===== src/rtl/pcs_pkg.sv =====
// ----------------------------------------------------------------------------
// pcs_pkg
// Shared types and field widths for the PUCT child selection unit.
// ----------------------------------------------------------------------------
package pcs_pkg;

	localparam int ACTION_W = 13;
	localparam int PRIOR_W  = 16;
	localparam int VISITS_W = 20;
	localparam int VSUM_W   = 37;
	localparam int POS_W    = 8;
	localparam int SCORE_W  = 32;
	localparam int GAIN_W   = 16;

	localparam logic [GAIN_W-1:0] GAIN_RESET = 16'd6144;

	// Width of the shared compare-subtract unit and its working registers.
	localparam int UNIT_W  = 30;
	localparam int SHIFT_W = 52;
	localparam int ROOT_W  = 26;
	localparam int UTERM_W = 30;

	localparam int S_TDATA_W = 112;
	localparam int M_TDATA_W = 56;

	typedef enum logic [2:0] {
		ST_IDLE,
		ST_QDIV,
		ST_ROOT,
		ST_MUL1,
		ST_MUL2,
		ST_UDIV,
		ST_SCORE
	} state_t;

endpackage


===== src/rtl/puct_child_select_unit.sv =====
// ----------------------------------------------------------------------------
// puct_child_select_unit
// Scores the children of one search-tree node with the PUCT rule and reports
// the best one when the last child of the node has been transferred.
// ----------------------------------------------------------------------------
// The block takes no new child until it is through with the last one: one
// shared 30-bit compare-subtract unit produces one bit per cycle for the value
// division, the square root of the parent visit count and the exploration
// division; then come the multiply states MUL1 and MUL2, the scoring state
// and the input transfer in the idle state, the only one with s_tready high. The
// score is Q + c*prior*sqrt(parent_visits)/(1+child_visits) in signed Q15.16,
// saturated, and the first child with the strictly greatest score wins. The
// result of a node waits in an output register; if it has not been taken when
// the next node ends, the block holds that last child until the register frees.
module puct_child_select_unit #(
	parameter int MAX_CHILDREN = 256
) (
	input  logic                            clk,
	input  logic                            arst_n,
	input  logic                            cfg_we,
	input  logic [pcs_pkg::GAIN_W-1:0]      cfg_wdata,
	input  logic                            s_tvalid,
	output logic                            s_tready,
	// action_index[12:0], prior[28:13], child_visits[48:29],
	// child_value_sum[85:49], parent_visits[105:86], zero fill above
	input  logic [pcs_pkg::S_TDATA_W-1:0]   s_tdata,
	input  logic                            s_tlast,
	output logic                            m_tvalid,
	input  logic                            m_tready,
	// best_action[12:0], best_position[20:13], score[52:21], zero fill above
	output logic [pcs_pkg::M_TDATA_W-1:0]   m_tdata
);

	localparam int CNT_W = (MAX_CHILDREN > 1) ? $clog2(MAX_CHILDREN) : 1;
	localparam logic [CNT_W-1:0] CNT_LAST = CNT_W'(MAX_CHILDREN - 1);

	pcs_pkg::state_t state_q, state_d;

	logic [pcs_pkg::GAIN_W-1:0]    gain_q;

	logic [pcs_pkg::ACTION_W-1:0]  action_q;
	logic [pcs_pkg::PRIOR_W-1:0]   prior_q;
	logic [pcs_pkg::VISITS_W-1:0]  visits_q;
	logic [pcs_pkg::VISITS_W-1:0]  parent_q;
	logic                          neg_q;
	logic                          last_q;

	logic [pcs_pkg::UNIT_W-1:0]    rem_q;
	logic [pcs_pkg::SHIFT_W-1:0]   sh_q;
	logic [pcs_pkg::VSUM_W-1:0]    quo_q;
	logic [5:0]                    step_q;
	logic [pcs_pkg::VSUM_W:0]      q_q;
	logic [31:0]                   p_q;

	logic [pcs_pkg::SCORE_W-1:0]   lead_score_q;
	logic [pcs_pkg::ACTION_W-1:0]  best_action_q;
	logic [pcs_pkg::POS_W-1:0]     best_pos_q;
	logic [CNT_W-1:0]              cnt_q;
	logic                          first_q;

	logic                          m_tvalid_q;
	logic [pcs_pkg::M_TDATA_W-1:0] m_tdata_q;

	// Shared compare-subtract unit.
	logic [pcs_pkg::UNIT_W-1:0]    lhs, rhs;
	logic [pcs_pkg::UNIT_W:0]      diff;
	logic                          ge;
	logic [pcs_pkg::UNIT_W-1:0]    rem_next;
	logic [pcs_pkg::VSUM_W-1:0]    quo_next;

	logic                          accept;
	logic                          step_done;
	logic                          out_free;
	logic                          advance;
	logic [pcs_pkg::VSUM_W-1:0]    vsum_in;
	logic [pcs_pkg::VSUM_W-1:0]    mag_in;
	logic [pcs_pkg::VISITS_W:0]    dplus;
	logic [57:0]                   num;
	logic [pcs_pkg::VSUM_W+1:0]    total;
	logic [pcs_pkg::SCORE_W-1:0]   score;
	logic                          take;
	logic [pcs_pkg::SCORE_W-1:0]   win_score;
	logic [pcs_pkg::ACTION_W-1:0]  win_action;
	logic [pcs_pkg::POS_W-1:0]     win_pos;

	assign vsum_in  = s_tdata[85:49];
	assign mag_in   = vsum_in[pcs_pkg::VSUM_W-1] ? (~vsum_in + 1'b1) : vsum_in;
	assign dplus    = {1'b0, visits_q} + 1'b1;
	assign num      = 58'(p_q) * 58'(quo_q[pcs_pkg::ROOT_W-1:0]);
	assign step_done = (step_q == 6'd0);
	assign out_free = !m_tvalid_q || m_tready;
	assign advance  = !last_q || out_free;
	assign accept   = s_tvalid && s_tready;

	always_comb begin
		case (state_q)
			pcs_pkg::ST_ROOT: begin
				lhs = {rem_q[pcs_pkg::UNIT_W-3:0], sh_q[pcs_pkg::SHIFT_W-1 -: 2]};
				rhs = {2'b00, quo_q[pcs_pkg::ROOT_W-1:0], 2'b01};
			end
			pcs_pkg::ST_UDIV: begin
				lhs = {rem_q[pcs_pkg::UNIT_W-2:0], sh_q[pcs_pkg::SHIFT_W-1]};
				rhs = pcs_pkg::UNIT_W'(dplus);
			end
			default: begin
				lhs = {rem_q[pcs_pkg::UNIT_W-2:0], sh_q[pcs_pkg::SHIFT_W-1]};
				rhs = pcs_pkg::UNIT_W'(visits_q);
			end
		endcase
		diff     = {1'b0, lhs} - {1'b0, rhs};
		ge       = !diff[pcs_pkg::UNIT_W];
		rem_next = ge ? diff[pcs_pkg::UNIT_W-1:0] : lhs;
		quo_next = {quo_q[pcs_pkg::VSUM_W-2:0], ge};
	end

	// Score of the current child and the running-best decision.
	always_comb begin
		total = {q_q[pcs_pkg::VSUM_W], q_q} +
			(pcs_pkg::VSUM_W+2)'(quo_q[pcs_pkg::UTERM_W-1:0]);
		if (!total[pcs_pkg::VSUM_W+1] && (total[pcs_pkg::VSUM_W:pcs_pkg::SCORE_W-1] != '0)) begin
			score = {1'b0, {(pcs_pkg::SCORE_W-1){1'b1}}};
		end else if (total[pcs_pkg::VSUM_W+1] &&
				(total[pcs_pkg::VSUM_W:pcs_pkg::SCORE_W-1] != '1)) begin
			score = {1'b1, {(pcs_pkg::SCORE_W-1){1'b0}}};
		end else begin
			score = total[pcs_pkg::SCORE_W-1:0];
		end
		take       = first_q || ($signed(score) > $signed(lead_score_q));
		win_score  = take ? score : lead_score_q;
		win_action = take ? action_q : best_action_q;
		win_pos    = take ? pcs_pkg::POS_W'(cnt_q) : best_pos_q;
	end

	always_comb begin
		state_d  = state_q;
		s_tready = 1'b0;
		case (state_q)
			pcs_pkg::ST_IDLE: begin
				s_tready = 1'b1;
				if (s_tvalid) begin
					state_d = pcs_pkg::ST_QDIV;
				end
			end
			pcs_pkg::ST_QDIV: begin
				if (step_done) begin
					state_d = pcs_pkg::ST_ROOT;
				end
			end
			pcs_pkg::ST_ROOT: begin
				if (step_done) begin
					state_d = pcs_pkg::ST_MUL1;
				end
			end
			pcs_pkg::ST_MUL1: state_d = pcs_pkg::ST_MUL2;
			pcs_pkg::ST_MUL2: state_d = pcs_pkg::ST_UDIV;
			pcs_pkg::ST_UDIV: begin
				if (step_done) begin
					state_d = pcs_pkg::ST_SCORE;
				end
			end
			pcs_pkg::ST_SCORE: begin
				if (advance) begin
					state_d = pcs_pkg::ST_IDLE;
				end
			end
			default: state_d = pcs_pkg::ST_IDLE;
		endcase
	end

	always_ff @(posedge clk or negedge arst_n) begin
		if (!arst_n) begin
			state_q <= pcs_pkg::ST_IDLE;
		end else begin
			state_q <= state_d;
		end
	end

	always_ff @(posedge clk or negedge arst_n) begin
		if (!arst_n) begin
			gain_q <= pcs_pkg::GAIN_RESET;
		end else if (cfg_we) begin
			gain_q <= cfg_wdata;
		end
	end

	// Operand capture and the iterative datapath.
	always_ff @(posedge clk) begin
		case (state_q)
			pcs_pkg::ST_IDLE: begin
				if (accept) begin
					action_q <= s_tdata[12:0];
					prior_q  <= s_tdata[28:13];
					visits_q <= s_tdata[48:29];
					parent_q <= s_tdata[105:86];
					neg_q    <= vsum_in[pcs_pkg::VSUM_W-1];
					last_q   <= s_tlast;
					sh_q     <= {mag_in, {(pcs_pkg::SHIFT_W-pcs_pkg::VSUM_W){1'b0}}};
					rem_q    <= '0;
					quo_q    <= '0;
					step_q   <= 6'(pcs_pkg::VSUM_W - 1);
				end
			end
			pcs_pkg::ST_QDIV: begin
				if (step_done) begin
					// A child that was never visited has Q of zero.
					if (visits_q == '0) begin
						q_q <= '0;
					end else if (neg_q) begin
						q_q <= ~{1'b0, quo_next} + 1'b1;
					end else begin
						q_q <= {1'b0, quo_next};
					end
					sh_q   <= {parent_q, {(pcs_pkg::SHIFT_W-pcs_pkg::VISITS_W){1'b0}}};
					rem_q  <= '0;
					quo_q  <= '0;
					step_q <= 6'(pcs_pkg::ROOT_W - 1);
				end else begin
					sh_q   <= {sh_q[pcs_pkg::SHIFT_W-2:0], 1'b0};
					rem_q  <= rem_next;
					quo_q  <= quo_next;
					step_q <= step_q - 1'b1;
				end
			end
			pcs_pkg::ST_ROOT: begin
				sh_q   <= {sh_q[pcs_pkg::SHIFT_W-3:0], 2'b00};
				rem_q  <= rem_next;
				quo_q  <= quo_next;
				step_q <= step_q - 1'b1;
			end
			pcs_pkg::ST_MUL1: begin
				p_q <= 32'(gain_q) * 32'(prior_q);
			end
			pcs_pkg::ST_MUL2: begin
				// Only the product bits at and above 2^28 go on to the exploration division.
				sh_q   <= {num[57:28], {(pcs_pkg::SHIFT_W-pcs_pkg::UTERM_W){1'b0}}};
				rem_q  <= '0;
				quo_q  <= '0;
				step_q <= 6'(pcs_pkg::UTERM_W - 1);
			end
			pcs_pkg::ST_UDIV: begin
				sh_q   <= {sh_q[pcs_pkg::SHIFT_W-2:0], 1'b0};
				rem_q  <= rem_next;
				quo_q  <= quo_next;
				step_q <= step_q - 1'b1;
			end
			default: begin
			end
		endcase
	end

	// Running best of the node and the output register.
	always_ff @(posedge clk or negedge arst_n) begin
		if (!arst_n) begin
			lead_score_q  <= '0;
			best_action_q <= '0;
			best_pos_q    <= '0;
			cnt_q         <= '0;
			first_q       <= 1'b1;
			m_tvalid_q    <= 1'b0;
		end else begin
			if ((state_q == pcs_pkg::ST_SCORE) && advance && last_q) begin
				m_tvalid_q <= 1'b1;
			end else if (m_tvalid_q && m_tready) begin
				m_tvalid_q <= 1'b0;
			end
			if ((state_q == pcs_pkg::ST_SCORE) && advance) begin
				if (last_q) begin
					lead_score_q  <= '0;
					best_action_q <= '0;
					best_pos_q    <= '0;
					cnt_q         <= '0;
					first_q       <= 1'b1;
				end else begin
					lead_score_q  <= win_score;
					best_action_q <= win_action;
					best_pos_q    <= win_pos;
					cnt_q         <= (cnt_q == CNT_LAST) ? '0 : cnt_q + 1'b1;
					first_q       <= 1'b0;
				end
			end
		end
	end

	always_ff @(posedge clk) begin
		if ((state_q == pcs_pkg::ST_SCORE) && advance && last_q) begin
			m_tdata_q <= {3'b000, win_score, win_pos, win_action};
		end
	end

	assign m_tvalid = m_tvalid_q;
	assign m_tdata  = m_tdata_q;

endmodule

===== config.mk =====
export PLATFORM = sky130hd
export DESIGN_NAME = puct_child_select_unit
export DESIGN_NICKNAME = d
export VERILOG_FILES = /design/src/rtl/pcs_pkg.sv /design/src/rtl/puct_child_select_unit.sv
export SDC_FILE = /design/constraint.sdc
export NUM_CORES = 2
export LEC_CHECK = 0
export BUFFER_PORTS_ARGS = -buffer_cell sky130_fd_sc_hd__buf_2
export CAP_MARGIN = 20
export CORE_AREA = 2 2 323 325
export DETAILED_ROUTE_END_ITERATION = 7
export DIE_AREA = 0 0 325 327
export GPL_TIMING_DRIVEN = 0
export PLACE_DENSITY = 0.74
export SYNTH_ARGS = -nofsm -noshare
export SYNTH_HDL_FRONTEND = slang
export SYNTH_SLANG_ARGS = --single-unit

===== constraint.sdc =====
create_clock -name clk -period 12 [get_ports clk]
set_input_delay 0.6 -clock clk [delete_from_list [all_inputs] [get_ports clk]]
set_output_delay 0.6 -clock clk [all_outputs]
set_load 0.05 [all_outputs]

==> metrics.md <==
| Metric | Value |
|---|---|
| I/O pin count | `192` |
| Worst min-delay path category | `in2reg` |
| Routed Antenna Nets | `0` |
| Buffers & Inverters on Critical Path | `6` |
| RSZ-0062 raised after global routing | `false` |
| Ys Warns | `0` |
| Vias in the first global route | `45731` |
| Die ar. | `106000 um^2` |
| Syn_area_per_cell | `9.33 um^2` |
| Largest area contributor in the netlist | `fa_1` |
| Asr flop ratio synth | `21.4%` |
| Cell at the root of the clock tree | `clkbuf_16` |
| Sink Count | `384` |
| Wire per inst | `21.3 um` |
| Maxcap violations | `0` |
| Post-synth top area share | `32.6%` |
| Die height | `327 um` |
| Max Freq | `98.9 MHz` |
| Final #Nets | `7692` |
| Post-Syn Instances | `6006` |
| Setup WS post-layout | `1.89 ns` |
| Top cells by count, synth | `inv_1, fa_1, nand2_1` |
| Worst-path clk slew | `0.06 ns` |
| Starting DRT DRC Count | `3972` |
| Worst-path fanout max | `10` |
| Drt first pass iters | `6` |
| CTS max path bufs | `3` |
| CTS tree | `yes` |
| Fraction of layout cells with a size suffix above 1 | `5.60%` |
| Pre-CTS setup slack | `1.58 ns` |
| Core region area | `103000 um^2` |
| Critical path class | `reg2reg` |
| HPWL reported at the end of detailed placement | `134 mm` |
| Crit path largest cell delay | `0.88 ns` |
| Run status | `finished, final reports clean` |
| Required @ worst endpoint | `12.35 ns` |
| First-pass GRT wire length | `257 mm` |
| Global route total overflow | `0` |
| Most area-consuming cells after synthesis | `fa_1, edfxtp_1, ha_1` |
| Top-count cell post-synth | `inv_1` |
| Final Hold Viols | `0` |
| Crit start category | `register` |
| Worst-case clock skew | `0.0366 ns` |
| Port-buffer cells | `181` |
| Vias per cell | `5.76` |
| Mapped Area | `56100 um^2` |
| Period utilization | `84.3%` |
| Slowest CP cell | `clkbuf_1` |
| Number of synthesized flops with an enable pin | `302` |
| Drt drc | `0` |
| All-Layer GR Usage | `31.3%` |
| Final setup fails | `0` |
| Synth-to-Final Area Change | `8.22%` |
| Final Critical Period | `10.11 ns` |
| Final setup TNS | `0 ns` |
| Largest net degree at the start of global routing | `65` |
| Chip width | `325 um` |
| Initial antenna violation count | `4` |
| Worst-Margin Slew | `1.20 ns` |
| Register area share after synthesis | `19.8%` |
| Slew Limit Fails | `0` |
| Yosys reg bits | `384` |
| CP endpoint kind | `register` |
| Cell family with most CP delay | `adder cells` |
| Critical path's most frequent cell | `fa_1` |
| Clock buffer count from CTS | `46` |
| Ys flop type | `edfxtp_1` |
| Clk_lat worst skew | `0.64 ns` |
| Row count | `118` |
| Detailed Route WL | `163 mm` |
| GP Congestion | `1.02` |
| CP arrival | `10.47 ns` |
| DR vias | `44195` |
| H-tree Lvls | `2` |
| Post-synth cell types | `85` |
| Relative slew slack | `20.3%` |
| Starting Density | `54.5%` |
path summary, 6_finish.rpt:
kind	startpoint	end	slack [ns]	cells after the start
max in group asynchronous	arst_n	first_q	10.83	3
setup / recovery	quo_q[12]	sh_q[39]	1.89	25
hold reg to reg	best_action_q[11]	best_action_q[11]	0.50	1
setup reg to reg	quo_q[12]	sh_q[39]	1.89	25
min in group asynchronous	arst_n	state_q[0]	0.44	2
hold / removal	s_tdata[0]	action_q[0]	0.13	1
cell type report:
type / instances / area [um^2]
well taps: 1380 / 1730
flip-flops and latches: 384 / 11100
fillers: 8943 / 42200
inverters: 1082 / 4060
clock buffers: 58 / 1230
multi-input cells: 4223 / 39700
repair buffers: 196 / 1120
clock inverters: 28 / 469
plain buffers: 319 / 1220
diodes: 7 / 17.5
flip-flops by register name, indices dropped and copies added, names as in the netlist, 16 cells and up:
signal        flops
m_tdata          53
rem_q            29
parent_q         20
quo_q            36
sh_q             37
prior_q          16
p_q              32
gain_q           16
q_q              38
lead_score_q     32
visits_q         20
routing by layer:
layer / track usage [%] / vias up / wire, um
met5: 0 / - / 13
met4: 15.4 / 2 / 8980
met3: 6.69 / 464 / 15900
met2: 51.0 / 2199 / 75800
met1: 39.8 / 21999 / 62600
li1: - / 19531 / -
layout by cell type (no fill, tap or decap), drive strengths merged, types with 41 or more instances in the layout:
cell type  instances
inv             1085
xnor2            118
nor3              45
a31oi             54
and2             566
nor2             178
nand2            891
fa               913
xor2              59
dfrtp             79
clkbuf           348
edfxtp           302
buf              224
nand3             53
o21ai            176
a21o              64
ha               393
a21oi            188
mux2              41
nor2b             46
stage by stage:
stage                     hold slack [ns]  instances  util, %  cell area, um^2
after global routing                0.108       7670     58.9            60700
after floorplan                     0.304       6008        -            56100
final                               0.130       7677     59.0            60700
after detailed placement            0.487       7578     57.2            58900
after CTS                          0.0919       7665     58.9            60600
after global placement              0.483       7569     57.0            58700
timing repair:
action                                 in CTS  in global routing
gates resized for setup                     0                  0
hold buffers                                1                  0
setup buffers                               0                  0
endpoints found under the hold margin      16                  0
logic make-up after synthesis:
group,share of synthesized area (%)
flops,19.8
xor+xnor,2.77
fa+ha+maj,41.4
buf+inv,9.43
simple gates,16.9
other cells,0.00669
mux,0.949
compound gates,8.78
Power is not shown: default switching activity piles up to over one toggle a cycle in this logic, so the estimate is an artifact.
